**src/rtl/sdspi_pkg.sv**
```systemverilog
package sdspi_pkg;

    localparam int WRITE_BLOCK_BYTES = 512;
    localparam int WR_CNT_W = $clog2(WRITE_BLOCK_BYTES + 1);
    // byte counter serves both the 10-bit read length and the write count
    localparam int BCNT_W = (WR_CNT_W > 10) ? WR_CNT_W : 10;

    localparam logic [2:0] ACT_CMD   = 3'd0;
    localparam logic [2:0] ACT_READ  = 3'd1;
    localparam logic [2:0] ACT_WRITE = 3'd2;
    localparam logic [2:0] ACT_CARD  = 3'd3;
    localparam logic [2:0] ACT_DATA  = 3'd4;

    localparam logic [1:0] REG_BUSY_LIMIT  = 2'd0;
    localparam logic [1:0] REG_TOKEN_LIMIT = 2'd1;
    localparam logic [1:0] REG_RESP_TRIES  = 2'd2;

    localparam logic [1:0] ST_OK       = 2'd0;
    localparam logic [1:0] ST_BUSY     = 2'd1;
    localparam logic [1:0] ST_TOKEN    = 2'd2;
    localparam logic [1:0] ST_REJECTED = 2'd3;

    typedef enum logic [4:0] {
        PH_IDLE, PH_CMD_READY, PH_CMD_FRAME, PH_CMD_STUFF, PH_CMD_RESP,
        PH_WR_READY, PH_WR_TOKEN, PH_WR_NEED, PH_WR_DATA, PH_WR_CRC1,
        PH_WR_CRC2, PH_WR_RESP, PH_RD_TOKEN, PH_RD_DATA, PH_RD_CRC1,
        PH_RD_CRC2
    } phase_t;

    typedef enum logic [2:0] {
        K_IGNORE, K_CMD, K_READ, K_WRITE, K_CARD, K_DATA
    } kind_t;

    typedef struct packed {
        logic [2:0]  action;
        logic [7:0]  command;
        logic [31:0] argument;
        logic [7:0]  token;
        logic [9:0]  read_length;
        logic [7:0]  byte_value;
    } in_item_t;

    typedef struct packed {
        logic       send_valid;
        logic [7:0] send_byte;
        logic       chip_select;
        logic       need_data;
        logic       read_valid;
        logic [7:0] read_byte;
        logic       read_last;
        logic       done_res;
        logic [1:0] status;
        logic [7:0] response;
    } out_item_t;

    // classified word from front to back
    typedef struct packed {
        kind_t    kind;
        in_item_t item;
    } job_t;

    localparam int QDEPTH = 2;

endpackage

```
**src/rtl/sdspi_front.sv**
```systemverilog
module sdspi_front
    import sdspi_pkg::*;
(
    input  logic     clk,
    input  logic     rst_n,
    input  in_item_t in_data,
    input  logic     in_valid,
    output logic     in_ready,
    output job_t     job,
    output logic     job_valid,
    input  logic     job_ready
);

    // two-entry queue; classification on entry
    job_t        q_reg [QDEPTH];
    logic [1:0]  cnt_reg, cnt_next;
    logic        rd_reg, rd_next, wr_reg, wr_next;
    kind_t       kind;
    logic        push, pop;

    always_comb
    begin
        case (in_data.action)
            ACT_CMD:   kind = K_CMD;
            ACT_READ:  kind = K_READ;
            ACT_WRITE: kind = K_WRITE;
            ACT_CARD:  kind = K_CARD;
            ACT_DATA:  kind = K_DATA;
            default:   kind = K_IGNORE;
        endcase
    end

    assign in_ready  = (cnt_reg != 2'(QDEPTH));
    assign push      = in_valid && in_ready;
    assign job_valid = (cnt_reg != 2'd0);
    assign pop       = job_valid && job_ready;
    assign job       = q_reg[rd_reg];

    always_comb
    begin
        cnt_next = cnt_reg + 2'(push) - 2'(pop);
        rd_next  = rd_reg ^ pop;
        wr_next  = wr_reg ^ push;
    end

    always_ff @(posedge clk or negedge rst_n)
    begin
        if (!rst_n)
        begin
            cnt_reg <= '0;
            rd_reg  <= 1'b0;
            wr_reg  <= 1'b0;
        end
        else
        begin
            cnt_reg <= cnt_next;
            rd_reg  <= rd_next;
            wr_reg  <= wr_next;
        end
    end

    always_ff @(posedge clk)
    begin
        if (push)
        begin
            q_reg[wr_reg] <= '{kind: kind, item: in_data};
        end
    end

endmodule

```
**src/rtl/sdspi_back.sv**
```systemverilog
module sdspi_back
    import sdspi_pkg::*;
(
    input  logic        clk,
    input  logic        rst_n,
    input  job_t        job,
    input  logic        job_valid,
    output logic        job_ready,
    input  logic [23:0] busy_limit,
    input  logic [23:0] token_limit,
    input  logic [7:0]  resp_tries,
    output out_item_t   out_data,
    output logic        out_valid,
    input  logic        out_ready
);

    phase_t              phase_reg, phase_next;
    logic [23:0]         wait_reg, wait_next;
    logic [BCNT_W-1:0]   bcnt_reg, bcnt_next;
    logic [7:0]          cmd_reg, cmd_next;
    logic [31:0]         arg_reg, arg_next;
    logic [7:0]          tok_reg, tok_next;
    logic                sel_reg, sel_next;
    logic                pre_reg, pre_next;
    logic                ov_reg;
    out_item_t           o_reg, r;
    logic                step;
    logic [6:0]          idx;
    logic [7:0]          b;
    logic [BCNT_W-1:0]   binc;
    logic [31:0]         farg;
    in_item_t            it;

    assign it        = job.item;
    assign job_ready = !ov_reg || out_ready;
    assign step      = job_valid && job_ready;
    assign out_valid = ov_reg;
    assign out_data  = o_reg;
    assign idx       = pre_reg ? 7'd55 : cmd_reg[6:0];
    assign b         = it.byte_value;
    assign binc      = bcnt_reg + BCNT_W'(1);
    assign farg      = pre_reg ? 32'd0 : arg_reg;

    always_comb
    begin
        phase_next = phase_reg;
        wait_next  = wait_reg;
        bcnt_next  = bcnt_reg;
        cmd_next   = cmd_reg;
        arg_next   = arg_reg;
        tok_next   = tok_reg;
        sel_next   = sel_reg;
        pre_next   = pre_reg;
        r          = '0;
        if (job.kind == K_CMD && phase_reg == PH_IDLE)
        begin
            cmd_next     = it.command;
            arg_next     = it.argument;
            pre_next     = it.command[7];
            sel_next     = 1'b1;
            wait_next    = busy_limit;
            phase_next   = PH_CMD_READY;
            r.send_valid = 1'b1; r.send_byte = 8'hFF;
        end
        else if (job.kind == K_READ && phase_reg == PH_IDLE)
        begin
            bcnt_next    = BCNT_W'(it.read_length);
            wait_next    = token_limit;
            phase_next   = PH_RD_TOKEN;
            r.send_valid = 1'b1; r.send_byte = 8'hFF;
        end
        else if (job.kind == K_WRITE && phase_reg == PH_IDLE)
        begin
            tok_next     = it.token;
            wait_next    = busy_limit;
            phase_next   = PH_WR_READY;
            r.send_valid = 1'b1; r.send_byte = 8'hFF;
        end
        else if (job.kind == K_DATA && phase_reg == PH_WR_NEED)
        begin
            phase_next   = PH_WR_DATA;
            r.send_valid = 1'b1; r.send_byte = b;
        end
        else if (job.kind == K_CARD && phase_reg != PH_IDLE && phase_reg != PH_WR_NEED)
        begin
            case (phase_reg)
                PH_CMD_READY:
                begin
                    if (b == 8'hFF)
                    begin
                        bcnt_next = '0; phase_next = PH_CMD_FRAME;
                        r.send_valid = 1'b1; r.send_byte = {1'b0, 7'h40 | idx};
                    end
                    else if (wait_reg > 24'd1)
                    begin
                        wait_next = wait_reg - 24'd1;
                        r.send_valid = 1'b1; r.send_byte = 8'hFF;
                    end
                    else
                    begin
                        sel_next = 1'b0; pre_next = 1'b0;
                        r.response = 8'hFF; r.done_res = 1'b1; r.status = ST_BUSY;
                        phase_next = PH_IDLE;
                    end
                end
                PH_CMD_FRAME:
                begin
                    bcnt_next = binc;
                    r.send_valid = 1'b1;
                    case (binc[2:0])
                        3'd1:    r.send_byte = farg[31:24];
                        3'd2:    r.send_byte = farg[23:16];
                        3'd3:    r.send_byte = farg[15:8];
                        3'd4:    r.send_byte = farg[7:0];
                        3'd5:    r.send_byte = (idx == 7'd0) ? 8'h95 :
                                               (idx == 7'd8) ? 8'h87 : 8'h01;
                        default:
                        begin
                            r.send_byte = 8'hFF;
                            if (idx == 7'd12) phase_next = PH_CMD_STUFF;
                            else
                            begin
                                phase_next = PH_CMD_RESP;
                                wait_next  = {16'd0, resp_tries};
                            end
                        end
                    endcase
                end
                PH_CMD_STUFF:
                begin
                    phase_next = PH_CMD_RESP; wait_next = {16'd0, resp_tries};
                    r.send_valid = 1'b1; r.send_byte = 8'hFF;
                end
                PH_CMD_RESP:
                begin
                    if (b[7] && wait_reg > 24'd1)
                    begin
                        wait_next = wait_reg - 24'd1;
                        r.send_valid = 1'b1; r.send_byte = 8'hFF;
                    end
                    else if (pre_reg && b <= 8'd1)
                    begin
                        // prefix accepted: select again for the real command
                        pre_next = 1'b0; sel_next = 1'b1;
                        wait_next = busy_limit; phase_next = PH_CMD_READY;
                        r.send_valid = 1'b1; r.send_byte = 8'hFF;
                    end
                    else
                    begin
                        pre_next = 1'b0; r.response = b;
                        r.done_res = 1'b1; r.status = ST_OK; phase_next = PH_IDLE;
                    end
                end
                PH_WR_READY:
                begin
                    if (b == 8'hFF)
                    begin
                        phase_next = PH_WR_TOKEN;
                        r.send_valid = 1'b1; r.send_byte = tok_reg;
                    end
                    else if (wait_reg > 24'd1)
                    begin
                        wait_next = wait_reg - 24'd1;
                        r.send_valid = 1'b1; r.send_byte = 8'hFF;
                    end
                    else
                    begin
                        r.done_res = 1'b1; r.status = ST_BUSY; phase_next = PH_IDLE;
                    end
                end
                PH_WR_TOKEN:
                begin
                    if (tok_reg == 8'hFD)
                    begin
                        r.done_res = 1'b1; phase_next = PH_IDLE;
                    end
                    else
                    begin
                        bcnt_next = '0; phase_next = PH_WR_NEED; r.need_data = 1'b1;
                    end
                end
                PH_WR_DATA:
                begin
                    bcnt_next = binc;
                    if (32'(binc) < 32'(WRITE_BLOCK_BYTES))
                    begin
                        phase_next = PH_WR_NEED; r.need_data = 1'b1;
                    end
                    else
                    begin
                        phase_next = PH_WR_CRC1;
                        r.send_valid = 1'b1; r.send_byte = 8'hFF;
                    end
                end
                PH_WR_CRC1:
                begin
                    phase_next = PH_WR_CRC2; r.send_valid = 1'b1; r.send_byte = 8'hFF;
                end
                PH_WR_CRC2:
                begin
                    phase_next = PH_WR_RESP; r.send_valid = 1'b1; r.send_byte = 8'hFF;
                end
                PH_WR_RESP:
                begin
                    r.done_res = 1'b1; phase_next = PH_IDLE;
                    r.status = (b[4:0] == 5'h05) ? ST_OK : ST_REJECTED;
                end
                PH_RD_TOKEN:
                begin
                    if (b == 8'hFF && wait_reg > 24'd1)
                    begin
                        wait_next = wait_reg - 24'd1;
                        r.send_valid = 1'b1; r.send_byte = 8'hFF;
                    end
                    else if (b == 8'hFE)
                    begin
                        phase_next = PH_RD_DATA;
                        r.send_valid = 1'b1; r.send_byte = 8'hFF;
                    end
                    else
                    begin
                        r.done_res = 1'b1; r.status = ST_TOKEN; phase_next = PH_IDLE;
                    end
                end
                PH_RD_DATA:
                begin
                    r.read_valid = 1'b1; r.read_byte = b;
                    if (bcnt_reg == BCNT_W'(1))
                    begin
                        r.read_last = 1'b1; phase_next = PH_RD_CRC1;
                    end
                    // wrap within the 10-bit read length
                    else bcnt_next = BCNT_W'(bcnt_reg[9:0] - 10'd1);
                    r.send_valid = 1'b1; r.send_byte = 8'hFF;
                end
                PH_RD_CRC1:
                begin
                    phase_next = PH_RD_CRC2; r.send_valid = 1'b1; r.send_byte = 8'hFF;
                end
                PH_RD_CRC2:
                begin
                    r.done_res = 1'b1; phase_next = PH_IDLE;
                end
                default: ;
            endcase
        end
        r.chip_select = sel_next;
    end

    always_ff @(posedge clk or negedge rst_n)
    begin
        if (!rst_n)
        begin
            phase_reg <= PH_IDLE;
            wait_reg  <= '0;
            bcnt_reg  <= '0;
            cmd_reg   <= '0;
            arg_reg   <= '0;
            tok_reg   <= '0;
            sel_reg   <= 1'b0;
            pre_reg   <= 1'b0;
            ov_reg    <= 1'b0;
        end
        else
        begin
            if (step)
            begin
                phase_reg <= phase_next;
                wait_reg  <= wait_next;
                bcnt_reg  <= bcnt_next;
                cmd_reg   <= cmd_next;
                arg_reg   <= arg_next;
                tok_reg   <= tok_next;
                sel_reg   <= sel_next;
                pre_reg   <= pre_next;
            end
            if (step) ov_reg <= 1'b1;
            else if (out_ready) ov_reg <= 1'b0;
        end
    end

    always_ff @(posedge clk)
    begin
        if (step)
        begin
            o_reg <= r;
        end
    end

endmodule

```
**src/rtl/sd_spi_command_and_block_engine_top.sv**
```systemverilog
// SD card SPI-mode host engine above an external byte shifter.
// in channel (in_data/in_valid/in_ready): one word per request, card byte
// or write data byte. out channel (out_data/out_valid/out_ready): exactly
// one result word per input word, in order. cfg channel writes the busy
// wait limit (index 0), token wait limit (1) and response attempts (2);
// write it only while idle.
// A word accepted on the in port is written into the two-entry input
// queue; the protocol engine then steps on it and loads its result
// register, which drives the out port.
// Throughput: one word per cycle while out_ready stays high, set by the
// phase update of the engine, which steps once per word.
// When out_ready is low the result register holds; the queue then fills
// and in_ready drops after two further words.
// Reset: phase idle, chip select released, queue empty, limits at
// 21000, 4200 and 10.
module sd_spi_command_and_block_engine_top
    import sdspi_pkg::*;
(
    input  logic        clk,
    input  logic        rst_n,
    input  in_item_t    in_data,
    input  logic        in_valid,
    output logic        in_ready,
    output out_item_t   out_data,
    output logic        out_valid,
    input  logic        out_ready,
    input  logic [1:0]  cfg_index,
    input  logic [23:0] cfg_data,
    input  logic        cfg_valid,
    output logic        cfg_ready
);

    job_t        job;
    logic        job_valid, job_ready;
    logic [23:0] busy_reg, token_reg;
    logic [7:0]  tries_reg;

    assign cfg_ready = 1'b1;

    always_ff @(posedge clk or negedge rst_n)
    begin
        if (!rst_n)
        begin
            busy_reg  <= 24'd21000;
            token_reg <= 24'd4200;
            tries_reg <= 8'd10;
        end
        else if (cfg_valid)
        begin
            case (cfg_index)
                REG_BUSY_LIMIT:  busy_reg  <= cfg_data;
                REG_TOKEN_LIMIT: token_reg <= cfg_data;
                REG_RESP_TRIES:  tries_reg <= cfg_data[7:0];
                default: ;
            endcase
        end
    end

    sdspi_front u_front (
        .clk       (clk),
        .rst_n     (rst_n),
        .in_data   (in_data),
        .in_valid  (in_valid),
        .in_ready  (in_ready),
        .job       (job),
        .job_valid (job_valid),
        .job_ready (job_ready)
    );

    sdspi_back u_back (
        .clk         (clk),
        .rst_n       (rst_n),
        .job         (job),
        .job_valid   (job_valid),
        .job_ready   (job_ready),
        .busy_limit  (busy_reg),
        .token_limit (token_reg),
        .resp_tries  (tries_reg),
        .out_data    (out_data),
        .out_valid   (out_valid),
        .out_ready   (out_ready)
    );

`ifndef SYNTHESIS
    a_status_done: assert property (@(posedge clk) disable iff (!rst_n)
        out_valid && !out_data.done_res |-> out_data.status == ST_OK)
        else $error("status without done");
    a_read_fields: assert property (@(posedge clk) disable iff (!rst_n)
        out_valid && !out_data.read_valid |-> out_data.read_byte == 8'd0
        && !out_data.read_last)
        else $error("read fields without read_valid");
    a_out_hold: assert property (@(posedge clk) disable iff (!rst_n)
        out_valid && !out_ready |=> out_valid && $stable(out_data))
        else $error("result changed while stalled");
`endif

endmodule
```
**config.mk**
```make
export PLATFORM = sky130hd
export DESIGN_NAME = sd_spi_command_and_block_engine_top
export DESIGN_NICKNAME = d
export VERILOG_FILES = /design/src/rtl/sdspi_pkg.sv /design/src/rtl/sdspi_front.sv /design/src/rtl/sdspi_back.sv /design/src/rtl/sd_spi_command_and_block_engine_top.sv
export SDC_FILE = /design/constraint.sdc
export NUM_CORES = 1
export LEC_CHECK = 0
export ABC_AREA = 1
export ABC_CLOCK_PERIOD_IN_PS = 5800
export BUFFER_PORTS_ARGS = -buffer_cell sky130_fd_sc_hd__buf_2
export CORE_ASPECT_RATIO = 0.7
export CORE_MARGIN = 4
export CORE_UTILIZATION = 30
export CTS_BUF_LIST = sky130_fd_sc_hd__clkbuf_16
export CTS_CLUSTER_SIZE = 14
export DETAILED_ROUTE_END_ITERATION = 16
export MAX_ROUTING_LAYER = met4
export PLACE_DENSITY = 0.48
export SETUP_SLACK_MARGIN = 0.05
export SYNTH_ARGS = -nofsm -noshare
export SYNTH_HDL_FRONTEND = slang
export SYNTH_HIERARCHICAL = 1
export SYNTH_SLANG_ARGS = --single-unit
```
**constraint.sdc**
```tcl
create_clock -name clk -period 5.8 [get_ports clk]
set_input_delay 1.16 -clock clk [delete_from_list [all_inputs] [get_ports clk]]
set_output_delay 1.16 -clock clk [all_outputs]
set_load 0.02 [all_outputs]
```
==> metrics.txt <==
later-pin clock latency in the skew report=0.56 ns; Final HPWL DP=around 32000 um; Leak=~8.4 nW; Setup WS post-layout=between 2 and 2.5 ns; H-Tree Level Count=2; starting DRC count in detailed routing=between 1k and 1.5k; top achievable clock speed=around 0.28 GHz; Max Slew Vio Count=0; critical path class=reg -> reg; Most common cell on crit path=nand2_1; area of the multi-input gates=around 0.0057 mm^2; final setup fails=0; register area=between 0.008 and 0.009 mm^2; first-pass GRT wire length=about 71000 um; critical path capture point type=flop; post-layout instance area=roughly 0.018 mm^2; cells along the critical path=inv_6 > nand2_1 > nand2_1 > nand2_1 > nor2_1 > nand3_1 > nor2_2 > inv_1 > nand2_1 > a21oi_1 > nand3_2 > inv_4 > nand3_1 > nand2_1; final hold vios=0; largest net degree at the start of global routing=71; Worst path max stage delay=roughly 0.43 ns; layout cells sized above 1=0.1417; Vias/cell=slightly below 5; Avg WL per Cell=about 18 um; CTS buffer count=37; met2 routed WL=between 15000 and 20000 um; DIE AREA=between 0.05 and 0.06 mm^2; die height=198.4 um; actual transition at the worst max-transition pin=around 1.0 ns; die width=approximately 280 um; PortBufs=around 130; Crit Path Max Fanout=70; Mapped Cells=~1.8k; area delta synth->final=15.76%; cts hold-fix bufs=0; I/O Pins=around 140; final wirelength=about 46000 um; gr usage total=0.1688; Worst Clk Skew=around 0.026 ns; Critical Path AT=a little over 4 ns; Post-DP Area=0.01675 mm^2; Mapped Nets=~1.9k; crit share post-route=0.6203; metal1 wirelength=24060 um; via count=between 10k and 15k; final worst path period need=roughly 3.6 ns; DRT Pass-1 Iters=5; RSZ-0062 raised after global routing=false; crit path launch type=flop; max reg flops=roughly 140; total gr overflow=0; Layout Nets=about 2.0k; run status=completed; critical path data required time=approximately 6.2 ns; Filler cells=about 5.2k; Max Used Layer=met4; Final GP Congestion=0.9429; Synthesis Warnings=6; clk sinks=roughly 320; DRC viols=0; vias in the first global route=between 10k and 15k; Max Root-Sink Buffers=3; Crit-path slowest cell=dfrtp_2; commonest non-fill, non-tap cell in the layout=nand2_1; antenna violations before repair=1; CTS root buf=clkbuf_16; starting density of the core=0.3046; Syn Area/Cell=~8.9 um^2; Max-slew headroom=0.3071; mapped cell area=approximately 0.016 mm^2; P per Cell Area=525.9 mW/mm^2; setup TNS=0 ns; post_cts resized=0; crit path buf inv count=3; Post-CTS Setup Bufs=0; CP delay by family, top=simple AND/OR/NAND/NOR gates; clk slew on worst S/H paths=0.06 ns; leading cell types in the layout, fill and taps excluded=nand2_1, edfxtp_1, nor2_1, inv_1, dfrtp_1; TritonCTS clock tree=yes; dpl ws=approximately 2.2 ns; # Max-Cap Violations=0; FP Rows=69; Hold Path Class=reg -> reg; peak supply drop=roughly 0.28 mV; DRT antenna net count=0; routed length on met3=approximately 3400 um; core footprint=0.05102 mm^2
power breakdown:
group	internal [mW]	total, mW	switching (mW)
registers	3.15	3.53	0.379
logic	1.01	3.56	2.55
clock network	1.39	2.37	0.981
cell type report:
class / instances / area share
flip-flops and latches: 319 / 0.4918
inverters: 150 / 0.03171
repair buffers: 142 / 0.04110
well taps: 674 / 0.04687
clock buffers: 38 / 0.05285
diodes: 1 / 0.0001391
clock inverters: 30 / 0.01620
multi-input cells: 1220 / 0.3194
path summary, 6_finish.rpt:
kind                                      from             endpoint  slack, ns  cells past startpoint
worst min register to register     busy_reg[9]          busy_reg[9]       0.46                      2
worst max register to register  u_front/rd_reg   u_back/wait_reg[4]       2.20                     14
max in group asynchronous                rst_n       u_front/rd_reg       4.03                      2
worst max-delay path            u_front/rd_reg   u_back/wait_reg[4]       2.20                     14
worst min-delay path               busy_reg[9]          busy_reg[9]       0.46                      2
min in group asynchronous                rst_n  u_back/wait_reg[15]       0.58                      1
worst register-to-register path, delay by kind of cell (launching register included):
family | cells | cell delay [ns]
and+or+nand+nor | 10 | 1.92
AOI/OAI and AO/OA | 1 | 0.10
buffers and inverters | 3 | 1.03
DFF | 1 | 0.43
metal layers:
metal,track usage,up-vias
met3,0.03555,48
met2,0.2145,356
met1,0.2684,5950
met4,0.03845,0
li1,-,6013
met5,-,-
through the flow:
stage / utilization / power [mW] / hold WS (ns) / cells
CTS: 0.3526 / 9.537 / 0.4647 / 2573
floorplan: - / 6.027 / 0.4339 / 1752
finish: 0.3526 / 9.462 / 0.4620 / 2574
detailed placement: 0.3282 / 7.118 / 0.4554 / 2505
global route: 0.3526 / 10.17 / 0.4854 / 2574
global placement: 0.3282 / 7.113 / 0.4537 / 2505
Power figures use the tool's default switching activity.
